`src/rtl/acs_pkg.sv`:
```
`timescale 1ns / 1ps
// Package for the alignment column statistics block: field widths, residue
// codes and the amino-acid class lookup. No dependencies.
package acs_pkg;

    localparam int RES_W     = 7;
    localparam int COL_GAP_W = 11;
    localparam int GAP_SUM_W = 27;
    localparam int COL_SUM_W = 17;

    localparam logic [RES_W-1:0] GAP_CODE  = 7'd46;
    localparam logic [RES_W-1:0] DASH_CODE = 7'd45;

    localparam logic [COL_GAP_W-1:0] COL_GAP_MAX = '1;
    localparam logic [GAP_SUM_W-1:0] GAP_SUM_MAX = '1;
    localparam logic [COL_SUM_W-1:0] COL_SUM_MAX = '1;

    typedef logic [RES_W-1:0] t_residue;

    // Maps a residue code to the representative code of its class.
    function automatic t_residue class_of(input t_residue r);
        t_residue c;
        case (r)
            t_residue'("I"), t_residue'("L"), t_residue'("A"),
            t_residue'("M"), t_residue'("G"): c = t_residue'("V");
            t_residue'("S"):                  c = t_residue'("T");
            t_residue'("D"):                  c = t_residue'("E");
            t_residue'("K"), t_residue'("H"): c = t_residue'("R");
            t_residue'("Q"):                  c = t_residue'("N");
            t_residue'("F"):                  c = t_residue'("Y");
            default:                          c = r;
        endcase
        return c;
    endfunction

endpackage

```
`src/rtl/alignment_column_stats.sv`:
```
`timescale 1ns / 1ps
// Top level of the alignment column statistics block: per-column gap,
// conservation and similarity figures with running totals. Uses acs_pkg.
//
// Channel   Direction  Handshake            Payload
// input     in         i_valid / o_ready    i_residue, i_column_end, i_alignment_end
// result    out        o_valid / i_ready    o_column_*, o_*_total, o_last
//
// One word is accepted per cycle; a result appears in the cycle after the word
// that closes its column. The column state and totals update in the cycle of
// acceptance, and the result sits in a single output register. The input
// stalls only while that register holds a result that is not being taken.
// Reset clears the column state, totals and output valid.
module alignment_column_stats (
    input  logic                         i_clk,
    input  logic                         i_rst_n,
    input  logic                         i_valid,
    output logic                         o_ready,
    input  logic [acs_pkg::RES_W-1:0]    i_residue,
    input  logic                         i_column_end,
    input  logic                         i_alignment_end,
    output logic                         o_valid,
    input  logic                         i_ready,
    output logic [acs_pkg::COL_GAP_W-1:0] o_column_gap_count,
    output logic                         o_column_conserved,
    output logic                         o_column_similar,
    output logic [acs_pkg::GAP_SUM_W-1:0] o_gap_total,
    output logic [acs_pkg::COL_SUM_W-1:0] o_conserved_total,
    output logic [acs_pkg::COL_SUM_W-1:0] o_similar_total,
    output logic                         o_last
);
    import acs_pkg::*;

    logic                 r_at_start, n_at_start;
    t_residue             r_lead, n_lead;
    t_residue             r_lead_cls, n_lead_cls;
    logic                 r_all_same, n_all_same;
    logic                 r_all_alike, n_all_alike;
    logic [COL_GAP_W-1:0] r_col_gaps, n_col_gaps;
    logic [GAP_SUM_W-1:0] r_gap_sum, n_gap_sum;
    logic [COL_SUM_W-1:0] r_cons_sum, n_cons_sum;
    logic [COL_SUM_W-1:0] r_sim_sum, n_sim_sum;

    logic                 r_out_valid;
    logic [COL_GAP_W-1:0] r_out_col_gaps;
    logic                 r_out_cons;
    logic                 r_out_sim;
    logic [GAP_SUM_W-1:0] r_out_gap_sum;
    logic [COL_SUM_W-1:0] r_out_cons_sum;
    logic [COL_SUM_W-1:0] r_out_sim_sum;
    logic                 r_out_last;

    logic                 in_fire;
    logic                 closes;
    t_residue             res;
    t_residue             cls;
    t_residue             lead;
    t_residue             lead_cls;
    logic                 same;
    logic                 alike;
    logic                 is_gap;
    logic [COL_GAP_W-1:0] col_gaps;
    logic [GAP_SUM_W-1:0] gap_sum;
    logic                 cons;
    logic                 sim;
    logic [COL_SUM_W-1:0] cons_sum;
    logic [COL_SUM_W-1:0] sim_sum;

    assign o_ready = !r_out_valid || i_ready;
    assign in_fire = i_valid && o_ready;
    assign closes  = i_column_end || i_alignment_end;

    always_comb begin
        res      = (i_residue == DASH_CODE) ? GAP_CODE : i_residue;
        cls      = class_of(res);
        lead     = r_at_start ? res : r_lead;
        lead_cls = r_at_start ? cls : r_lead_cls;
        same     = r_at_start || (r_all_same && (res == r_lead));
        alike    = r_at_start || (r_all_alike && (cls == r_lead_cls));
        is_gap   = (res == GAP_CODE);
        col_gaps = (is_gap && r_col_gaps != COL_GAP_MAX) ? r_col_gaps + 1'b1 : r_col_gaps;
        gap_sum  = (is_gap && r_gap_sum != GAP_SUM_MAX) ? r_gap_sum + 1'b1 : r_gap_sum;
        cons     = (lead != GAP_CODE) && same;
        sim      = (lead != GAP_CODE) && alike;
        cons_sum = (cons && r_cons_sum != COL_SUM_MAX) ? r_cons_sum + 1'b1 : r_cons_sum;
        sim_sum  = (sim && r_sim_sum != COL_SUM_MAX) ? r_sim_sum + 1'b1 : r_sim_sum;

        n_at_start  = r_at_start;
        n_lead      = r_lead;
        n_lead_cls  = r_lead_cls;
        n_all_same  = r_all_same;
        n_all_alike = r_all_alike;
        n_col_gaps  = r_col_gaps;
        n_gap_sum   = r_gap_sum;
        n_cons_sum  = r_cons_sum;
        n_sim_sum   = r_sim_sum;
        if (in_fire) begin
            if (closes) begin
                n_at_start  = 1'b1;
                n_lead      = '0;
                n_lead_cls  = '0;
                n_all_same  = 1'b1;
                n_all_alike = 1'b1;
                n_col_gaps  = '0;
                n_gap_sum   = i_alignment_end ? '0 : gap_sum;
                n_cons_sum  = i_alignment_end ? '0 : cons_sum;
                n_sim_sum   = i_alignment_end ? '0 : sim_sum;
            end else begin
                n_at_start  = 1'b0;
                n_lead      = lead;
                n_lead_cls  = lead_cls;
                n_all_same  = same;
                n_all_alike = alike;
                n_col_gaps  = col_gaps;
                n_gap_sum   = gap_sum;
            end
        end
    end

    always_ff @(posedge i_clk) begin
        if (!i_rst_n) begin
            r_at_start  <= 1'b1;
            r_lead      <= '0;
            r_lead_cls  <= '0;
            r_all_same  <= 1'b1;
            r_all_alike <= 1'b1;
            r_col_gaps  <= '0;
            r_gap_sum   <= '0;
            r_cons_sum  <= '0;
            r_sim_sum   <= '0;
            r_out_valid <= 1'b0;
        end else begin
            r_at_start  <= n_at_start;
            r_lead      <= n_lead;
            r_lead_cls  <= n_lead_cls;
            r_all_same  <= n_all_same;
            r_all_alike <= n_all_alike;
            r_col_gaps  <= n_col_gaps;
            r_gap_sum   <= n_gap_sum;
            r_cons_sum  <= n_cons_sum;
            r_sim_sum   <= n_sim_sum;
            if (in_fire && closes) begin
                r_out_valid <= 1'b1;
            end else if (i_ready) begin
                r_out_valid <= 1'b0;
            end
        end
    end

    always_ff @(posedge i_clk) begin
        if (in_fire && closes) begin
            r_out_col_gaps <= col_gaps;
            r_out_cons     <= cons;
            r_out_sim      <= sim;
            r_out_gap_sum  <= gap_sum;
            r_out_cons_sum <= cons_sum;
            r_out_sim_sum  <= sim_sum;
            r_out_last     <= i_alignment_end;
        end
    end

    assign o_valid            = r_out_valid;
    assign o_column_gap_count = r_out_col_gaps;
    assign o_column_conserved = r_out_cons;
    assign o_column_similar   = r_out_sim;
    assign o_gap_total        = r_out_gap_sum;
    assign o_conserved_total  = r_out_cons_sum;
    assign o_similar_total    = r_out_sim_sum;
    assign o_last             = r_out_last;

endmodule

```
`config.mk`:
```
export PLATFORM = sky130hd
export DESIGN_NAME = alignment_column_stats
export DESIGN_NICKNAME = d
export VERILOG_FILES = /design/src/rtl/acs_pkg.sv /design/src/rtl/alignment_column_stats.sv
export SDC_FILE = /design/constraint.sdc
export NUM_CORES = 1
export LEC_CHECK = 0
export ABC_AREA = 1
export BUFFER_PORTS_ARGS = -buffer_cell sky130_fd_sc_hd__clkbuf_2
export CAP_MARGIN = 10
export CORE_ASPECT_RATIO = 0.7
export CORE_MARGIN = 1
export CORE_UTILIZATION = 45
export DETAILED_ROUTE_END_ITERATION = 8
export PLACE_DENSITY = 0.6
export SLEW_MARGIN = 20
export SYNTH_ARGS = -nofsm -noshare
export SYNTH_HDL_FRONTEND = slang
export SYNTH_SLANG_ARGS = --single-unit
```
`constraint.sdc`:
```
create_clock -name i_clk -period 15.1 [get_ports i_clk]
set_input_delay 2.265 -clock i_clk [delete_from_list [all_inputs] [get_ports i_clk]]
set_output_delay 2.265 -clock i_clk [all_outputs]
set_load 0.005 [all_outputs]
```
==> results.toml, run 1 <==
[placement]
dp.cells = 1300
post_dp_cell_area_um2 = 8790
gp_congestion = 0.853
portBuffers = 89
dp_hpwl_mm = 12.4

[floorplan]
die_h_um = 115
die_w_um = 163
coreArea_um2 = 17400
die_area_um2 = 18700
ioPinCount = 90
num_rows = 40
initial_utilization_pct = 46.8

[global_route]
use_met2_pct = 29.4
gr-total-overflow = 0
grt_max_degree = 77
antenna_found_initial = 0
grt_pass1_vias = 6090
use_met3_pct = 4.56
gr-usage-all-layers_pct = 20.3
grt_pass1_wl_mm = 30.0
grt_busiest_layer = "met1"
grtUsageMet1_pct = 30.6

[cts]
post_cts_resized = 0
clk_latency_ps = 430
cts_setup_buffers = 0
cts_sinks = 165
cts_inserted_buffers = 17
cts_buffer_depth = 2
h-tree-depth = 4
cts_hold_buf = 0
clk_pin_slew_ps = 60
cts-root-buf = "clkbuf_16"
cts_tree = "built"

[cells_and_area]
nets = 1107
area_delta_synth_final_pct = 14.9
final_cell_mix = "nand2_1, inv_1, dfxtp_1"
diodes = 0
final_area_um2 = 9370
layout_commonest_cell = "nand2_1"
drive_gt1_share_pct = 15.2
final_cells = 1332

[sta]
tightestPinTransition_ps = 977
slew_headroom_pct = 34.8
rsz0062_at_grt = "false"
finalHoldViolCount = 0
skew_ps = 7.64
setup_viol_count_final = 0
fmax_mhz = 206
report.final.slew_viol_count = 0
period_share_pct = 32.2
layout_min_cycle_time_ps = 4860
fin_tns_setup_ps = 0

[yosys]
synth.avg_cell_area_um2 = 8.13
synth_top_area_share_pct = 27.6
synthArstFlopShare_pct = 0
synth.area.mux_share_pct = 0
synth_largest_area_cell = "edfxtp_1"
syn_nets = 1022
synth_area_leaders = "edfxtp_1, dfxtp_1, nand2_1"
synth-compound-area-share_pct = 7.66
synth.yosys.seq_area_share_pct = 49.7
synth_xor_area_share_pct = 5.69
synth_warnings = 0
yosys.area_share.simple_pct = 28.4
ys_seq_elements = 165
syn-instance-count = 1003
synth_top_family_by_area = "simple AND/OR/NAND/NOR gates"
synth-edff-count = 75
synth_cell_types = 43
netlist_area_um2 = 8150
synth-adder-area-share_pct = 0.921
synthFlopType = "dfxtp_1"

[routing]
num_vias = 6668
first_pass_iters = 5
wl_mm = 18.2
first_iter_violations = 444
wire_per_inst_um = 13.7
drc_errors = 0
vias_per_cell = 5.01
antenna_left = 0

[power_and_ir_drop]
pwr-share-comb_pct = 7.0
power_density_nw_per_um2 = 105
power_frac_clock_pct = 43.2
p_seq_share_pct = 49.7
intPower_uw = 755
ir_drop_v = 0.0000616
swShare_pct = 23.2
leakage_uw = 0.00389
p_switching_uw = 228

[setup_path]
crit_top_cell = "clkbuf_2"
cp_num_buf_inv = 3
crit_type = "primary input to output port"
required_ps = 12840
critPathSlowestCell = "clkbuf_2"
worst_path_largest_cell_delay_ps = 130
cp.arrival_ps = 2590
worstSetupStartpointType = "primary input"
critical_path.top_delay_family = "buffers and inverters"
crit_path_max_fanout = 3
cp_cell_sequence = "clkbuf_2, inv_1, nand2_1, clkbuf_2"
critPathCaptureType = "output port"

[status]
status = "completed"

[hold_path]
hp-class = "register to register"

[run]
maxCapViolCount = 0
==> through the flow <==
step / total power [µW] / worst slack [ps] / util (%) / hold slack, ps
2_1_floorplan: 542 / 7170 / - / 430
3_3_place_gp: 568 / 9750 / 50.5 / 456
5_1_grt: 1020 / 10020 / 53.8 / 504
4_1_cts: 993 / 10150 / 53.8 / 469
6_report: 983 / 10240 / 53.8 / 470
3_5_place_dp: 568 / 9710 / 50.5 / 460
==> registers in the layout (all words and copies together), names as in the netlist <==
register,flops
o_valid,1
r_all_alike,1
r_at_start,1
r_lead_cls,7
r_gap_sum,27
r_sim_sum,17
r_lead,7
o_column_similar,1
r_all_same,1
o_last,1
o_gap_total,27
o_column_gap_count,11
o_column_conserved,1
o_similar_total,17
o_conserved_total,17
r_col_gaps,11
r_cons_sum,17
==> layer usage <==
metal  part of all wire (%)  routed length (µm)
met4                   0.56                 102
met3                    4.4                 806
met2                     41                7510
met5                      0                   0
met1                     54                9780
==> cell usage after synthesis (all sizes together), types with 2 or more instances <==
master,instances
nand2,305
inv,122
dfxtp,90
edfxtp,75
nor2,68
nand3,63
a21oi,56
xor2,40
nand4,36
o21ai,29
nor3,27
clkbuf,20
o22ai,14
xnor2,13
nor4,8
and2,7
buf,7
clkinv,6
ha,6
a22o,2
a2bb2oi,2
nor3b,2
or2,2
==> final timing paths <==
| kind | startpoint | to | slack [ps] | cells past startpoint |
|---|---|---|---|---|
| max | i_ready | o_ready | 10240 | 4 |
| min | r_lead[1]$_SDFFE_PN0P_ | r_lead[1]$_SDFFE_PN0P_ | 470 | 2 |
| max reg2reg | o_valid$_SDFFE_PN0P_ | r_cons_sum[1]$_SDFFE_PN0P_ | 11930 | 9 |
| min reg2reg | r_lead[1]$_SDFFE_PN0P_ | r_lead[1]$_SDFFE_PN0P_ | 470 | 2 |
==> worst reg2reg max path: stages (launching register included) <==
cell and delay (ps):
dfxtp_1 330, nand2_1 100, nand2_2 70, buf_4 470, nor2_4 280, inv_1 160, nor2_1 50, nand2_1 490
clkinv_1 720, a22o_1 400
==> power by group through the flow <==
stage | Combinational, µW | Clock (µW) | Sequential, µW
finish | 69.2 | 425 | 489
global route | 78.1 | 454 | 490
CTS | 69.8 | 434 | 489
detailed placement | 69.5 | 0 | 499
global placement | 69.2 | 0 | 499
floorplan | 42.2 | 0 | 500
==> final cells by class <==
| class | instances | area (µm²) |
|---|---|---|
| multi-input combinational | 683 | 3500 |
| fill | 1657 | 8050 |
| tap | 231 | 289 |
| sequential | 165 | 4050 |
| inverter | 128 | 480 |
| clock buffer | 23 | 468 |
| clock inverter | 9 | 105 |
| timing repair buffer | 93 | 475 |
==> cell families after synthesis <==
logic type                 after synthesis
and+or+nand+nor                        519
DFF                                    165
buffers and inverters                  155
AOI/OAI and AO/OA                      105
xor gates and xnor gates                53
adders and majority gates                6
Note: power is estimated with default switching activity, not from simulation.
==> inputs of run 2 (changes only) <==
==> constraint.sdc (replaced) <==
create_clock -name i_clk -period 5.1 [get_ports i_clk]
set_input_delay 0.765 -clock i_clk [delete_from_list [all_inputs] [get_ports i_clk]]
set_output_delay 0.765 -clock i_clk [all_outputs]
set_load 0.005 [all_outputs]
==> run 2 against run 1 <==
Against the previous run: cell count hardly changed; critical path depth is 6 higher; clock-buffer cell count is 5 lower; flip-flop and latch count stayed put; clock skew hardly changed; total power grew to 3.0 times the previous value; worst hold slack worse by 2.4 ps; first-iteration DRC count is 2.5% higher.
==> results.toml, run 2 (synthesized netlist as in run 1, its figures left out) <==
[sta]
rsz0062_at_grt = "false"
tightestPinTransition_ps = 990
period_share_pct = 62.3
fmax_mhz = 315
report.final.slew_viol_count = 0
fin_tns_setup_ps = 0
finalHoldViolCount = 0
layout_min_cycle_time_ps = 3180
skew_ps = 7.91
slew_headroom_pct = 34.0
setup_slack_ps = 1920
setup_viol_count_final = 0

[power_and_ir_drop]
swShare_pct = 23.5
p_seq_share_pct = 49.1
fin_total_pwr_uw = 2950
pwr-share-comb_pct = 6.9
leakage_uw = 0.00390
p_switching_uw = 692
ir_drop_v = 0.000167
intPower_uw = 2260
power_density_nw_per_um2 = 314
power_frac_clock_pct = 44.0

[floorplan]
num_rows = 40
die_area_um2 = 18700
die_h_um = 115
die_w_um = 163
initial_utilization_pct = 46.8
ioPinCount = 90
coreArea_um2 = 17400

[cts]
h-tree-depth = 4
cts_sinks = 165
clk_pin_slew_ps = 60
cts_hold_buf = 0
clk_latency_ps = 430
cts_tree = "built"
post_cts_resized = 0
cts_buffer_depth = 2
cts-root-buf = "clkbuf_16"
cts_inserted_buffers = 17
cts_setup_buffers = 0

[placement]
dp_hpwl_mm = 12.4
gp_congestion = 0.884
dp_slack_ps = 1410
portBuffers = 89
post_dp_cell_area_um2 = 8800

[global_route]
grt_pass1_vias = 5837
gr-total-overflow = 0
grt_max_degree = 77
grt_pass1_wl_mm = 29.6
antenna_found_initial = 0
gr-usage-all-layers_pct = 20.3

[setup_path]
crit_type = "primary input to register"
crit_path_max_fanout = 48
cp.arrival_ps = 3500
worstSetupStartpointType = "primary input"
required_ps = 5420
critPathCaptureType = "register"

[cells_and_area]
area_delta_synth_final_pct = 15.2
diodes = 0
final_cell_mix = "nand2_1, inv_1, dfxtp_1"
multi_input_area_um2 = 3490
final_util_pct = 53.9
fillers = 1668
drive_gt1_share_pct = 15.2
nets = 1108
layout_commonest_cell = "nand2_1"
final_area_um2 = 9390
regArea_um2 = 4050

[routing]
num_vias = 6645
wl_mm = 18.0
first_pass_iters = 5
antenna_left = 0
first_iter_violations = 455
wire_per_inst_um = 13.5
drc_errors = 0
vias_per_cell = 4.98

[status]
status = "completed"

[hold_path]
hp-class = "register to register"

[run]
maxCapViolCount = 0
==> run 2: cell types whose count changed in the layout (fill, tap and decap cells not counted), moves of 2 or more <==
| cell | change |
|---|---|
| clkinv_4 | +2 |
| clkbuf_1 | -3 |
| clkinv_1 | +3 |
| clkbuf_8 | -2 |
==> run 2: layout make-up <==
| cell class | count | share of cell area (%) |
|---|---|---|
| flip-flops and latches | 165 | 43.2 |
| multi-input cells | 683 | 37.2 |
| repair buffers | 94 | 5.14 |
| inverters | 128 | 5.12 |
| clock buffers | 18 | 4.57 |
| well taps | 231 | 3.08 |
| clock inverters | 14 | 1.71 |
==> run 2: power groups by stage <==
stage                     Combinational (µW)  Clock (µW)  Sequential, µW
after detailed placement                 207           0            1480
final                                    205        1300            1450
after global placement                   205           0            1480
after global routing                     229        1380            1450
after floorplan                          125           0            1480
after CTS                                207        1320            1450
==> run 2: critical path, stage by stage <==
cell and delay [ps]:
clkbuf_2 70, inv_1 30, nand2_1 90, nand2_2 80, buf_4 300, nor2_4 160
clkinv_1 290, nand2_1 590, clkinv_1 680, a22o_1 410
==> run 2: final timing paths <==
path                                 from                         endpoint  slack [ps]  cells past startpoint
hold / removal     r_lead[1]$_SDFFE_PN0P_           r_lead[1]$_SDFFE_PN0P_         470                      2
setup / recovery                  i_ready      r_cons_sum[16]$_SDFFE_PN0P_        1920                     10
setup reg to reg  r_at_start$_SDFFE_PN1P_  o_conserved_total[14]$_DFFE_PP_        2030                     10
hold reg to reg    r_lead[1]$_SDFFE_PN0P_           r_lead[1]$_SDFFE_PN0P_         470                      2
==> run 2: metal layers <==
metal  vias to the layer above  routed length, µm  global-route usage [%]
li1                       3466                  -                       -
met1                      3033               9920                    31.4
met2                       132               7180                    27.7
met3                        14                726                    3.91
met4                         0                177                    6.54
met5                         -                  0                       0
==> run 2: through the flow <==
step / std cells / hold WS, ps
6_report: 1333 / 468
5_1_grt: 1333 / 492
4_1_cts: 1333 / 470
3_5_place_dp: 1301 / 460
3_3_place_gp: 1301 / 453
2_1_floorplan: 1003 / 430
==> inputs of run 3 (changes only) <==
--- a/config.mk
+++ b/config.mk
@@ -12,7 +12,7 @@
 export CORE_MARGIN = 1
 export CORE_UTILIZATION = 45
 export DETAILED_ROUTE_END_ITERATION = 8
-export PLACE_DENSITY = 0.6
+export PLACE_DENSITY = 0.62
 export SLEW_MARGIN = 20
 export SYNTH_ARGS = -nofsm -noshare
 export SYNTH_HDL_FRONTEND = slang
==> constraint.sdc (replaced) <==
create_clock -name i_clk -period 2.8 [get_ports i_clk]
set_input_delay 0.42 -clock i_clk [delete_from_list [all_inputs] [get_ports i_clk]]
set_output_delay 0.42 -clock i_clk [all_outputs]
set_load 0.005 [all_outputs]
==> run 3 against run 2 <==
Against the previous run: sequential power is 82% higher; flip-flop and latch count stayed put; worst setup slack worse by 1600 ps; combinational power is 100% higher; cell count is 1.5% higher; total power is 84% higher; wire length is 5.7% higher; critical path depth stayed put; clock-buffer cell count is 1 lower; global-route usage is 1.5 points higher; critical endpoint is now o_similar_total[8]$_DFFE_PP_; largest cell class unchanged; highest routed layer unchanged.
==> results.toml, run 3 (synthesized netlist as in run 1, its figures left out) <==
[status]
status = "completed"

[floorplan]
initial_utilization_pct = 46.8
die_area_um2 = 18700
coreArea_um2 = 17400
ioPinCount = 90
num_rows = 40
die_h_um = 115
die_w_um = 163

[cells_and_area]
final_util_pct = 55.2
fillers = 1651
final_cells = 1353
area_delta_synth_final_pct = 18.0
final_area_um2 = 9620
diodes = 0
nets = 1128
drive_gt1_share_pct = 17.5
multi_input_area_um2 = 3520
regArea_um2 = 4050
final_cell_mix = "nand2_1, inv_1, dfxtp_1"
layout_commonest_cell = "nand2_1"

[placement]
post_dp_cell_area_um2 = 9010
portBuffers = 89
dp.cells = 1321
gp_congestion = 0.896
dp_hpwl_mm = 13.4

[cts]
clk_pin_slew_ps = 70
cts-root-buf = "clkbuf_16"
cts_sinks = 165
cts_hold_buf = 0
clk_latency_ps = 430
cts_inserted_buffers = 17
h-tree-depth = 4
cts_buffer_depth = 2
cts_tree = "built"

[power_and_ir_drop]
power_density_nw_per_um2 = 564
fin_total_pwr_uw = 5430
leakage_uw = 0.00402
ir_drop_v = 0.000341

[setup_path]
reg2reg_from = "r_sim_sum[0]$_SDFFE_PN0P_"
worst_path_largest_cell_delay_ps = 490
critPathSlowestCell = "nor4_2"
cp_num_buf_inv = 0
r2r-end = "o_similar_total[8]$_DFFE_PP_"
crit_type = "register to register"
crit_cells = 10
critical_path.top_delay_family = "simple AND/OR/NAND/NOR gates"
reg2reg_depth = 10
worstSetupStartpointType = "register"
crit_path_max_fanout = 4
critPathLaunch = "r_sim_sum[0]$_SDFFE_PN0P_"
cp_cell_sequence = "ha_1, nand2_1, nor3_1, nand4_1, nor4_1, ha_1, nor4_2, and3_1, nand4_1, and2_1"
r2r_setup_slack_ps = 300
cp.arrival_ps = 2670
critPathCaptureType = "register"
required_ps = 2980

[routing]
antenna_left = 0
wire_per_inst_um = 14.1
first_iter_violations = 575
wl_mm = 19.0
num_vias = 6825
first_pass_iters = 5
vias_per_cell = 5.04
drc_errors = 0

[global_route]
grt_pass1_wl_mm = 31.8
gr-total-overflow = 0
antenna_found_initial = 0
grt_pass1_vias = 6176
grt_max_degree = 49
gr-usage-all-layers_pct = 21.8

[hold_path]
hp-class = "primary input to register"
hold_path_startpoint = "i_alignment_end"
whs_path_depth = 1
holdPathEnd = "o_last$_DFFE_PP_"

[sta]
report.final.slew_viol_count = 0
skew_ps = 8.92
setup_viol_count_final = 0
layout_min_cycle_time_ps = 2500
fmax_mhz = 400
tightestPinTransition_ps = 641
finalHoldViolCount = 0
slew_headroom_pct = 57.2
period_share_pct = 89.2
rsz0062_at_grt = "false"

[run]
maxCapViolCount = 0
-- run 3: changes by cell type in the layout (fill, tap and decap cells not counted), moves of 2 or more --
cell / previous run / this run
buf_12: 0 / 2
o21ai_0: 20 / 17
clkinv_1: 9 / 6
nand2_1: 295 / 293
clkinvlp_4: 3 / 1
o21ai_1: 4 / 7
buf_4: 5 / 23
inv_6: 1 / 5
-- run 3: routing by layer --
layer | share of wire, % | vias up | routed length [µm] | global-route usage, %
li1 | - | 3498 | - | -
met1 | 53 | 3120 | 10100 | 34.3
met2 | 40 | 196 | 7690 | 29.8
met3 | 5.8 | 11 | 1100 | 4.13
met4 | 0.68 | 0 | 129 | 5.55
met5 | 0 | - | 0 | 0
-- run 3: through the flow --
step / setup TNS (ps) / setup slack [ps] / hold slack (ps)
finish: 0 / 302 / 243
detailed placement: 0 / 171 / 457
global route: 0 / 31.9 / 237
CTS: 0 / 206 / 235
floorplan: -5140 / -236 / 430
global placement: 0 / 161 / 453
-- run 3: what timing repair did --
action | in CTS | in global routing
endpoints found under the setup margin | 0 | 1
buffers inserted | 0 | 0
resized for setup | 0 | 1
-- run 3: worst reg2reg max path: cells and delay by family (launching register included) --
| family | cells | cell delay [ps] |
|---|---|---|
| AND/OR/NAND/NOR | 8 | 1450 |
| adder cells (fa/ha/maj) | 2 | 470 |
| flip-flops | 1 | 340 |
-- run 3: where the power goes --
group          switching, µW  total, µW  leakage, µW  internal (µW)
Sequential              35.4       2640      0.00145           2600
Combinational            276        414      0.00229            138
Clock                   1040       2380     0.000291           1340
Total                   1350       5430      0.00402           4080
-- run 3: cell type report --
| cell class | instances | area share (%) |
|---|---|---|
| inverter | 128 | 5.18 |
| sequential | 165 | 42.2 |
| clock buffer | 17 | 4.42 |
| multi-input combinational | 683 | 36.6 |
| tap | 231 | 3.01 |
| clock inverter | 15 | 1.77 |
| timing repair buffer | 114 | 6.84 |
-- run 3: worst max path at each step --
stage / to / slack (ps)
floorplan: r_sim_sum[9]$_SDFFE_PN0P_ / -240
global placement: o_similar_total[9]$_DFFE_PP_ / 160
detailed placement: o_similar_total[13]$_DFFE_PP_ / 170
CTS: o_similar_total[8]$_DFFE_PP_ / 210
global route: r_sim_sum[7]$_SDFFE_PN0P_ / 30
finish: o_similar_total[8]$_DFFE_PP_ / 300
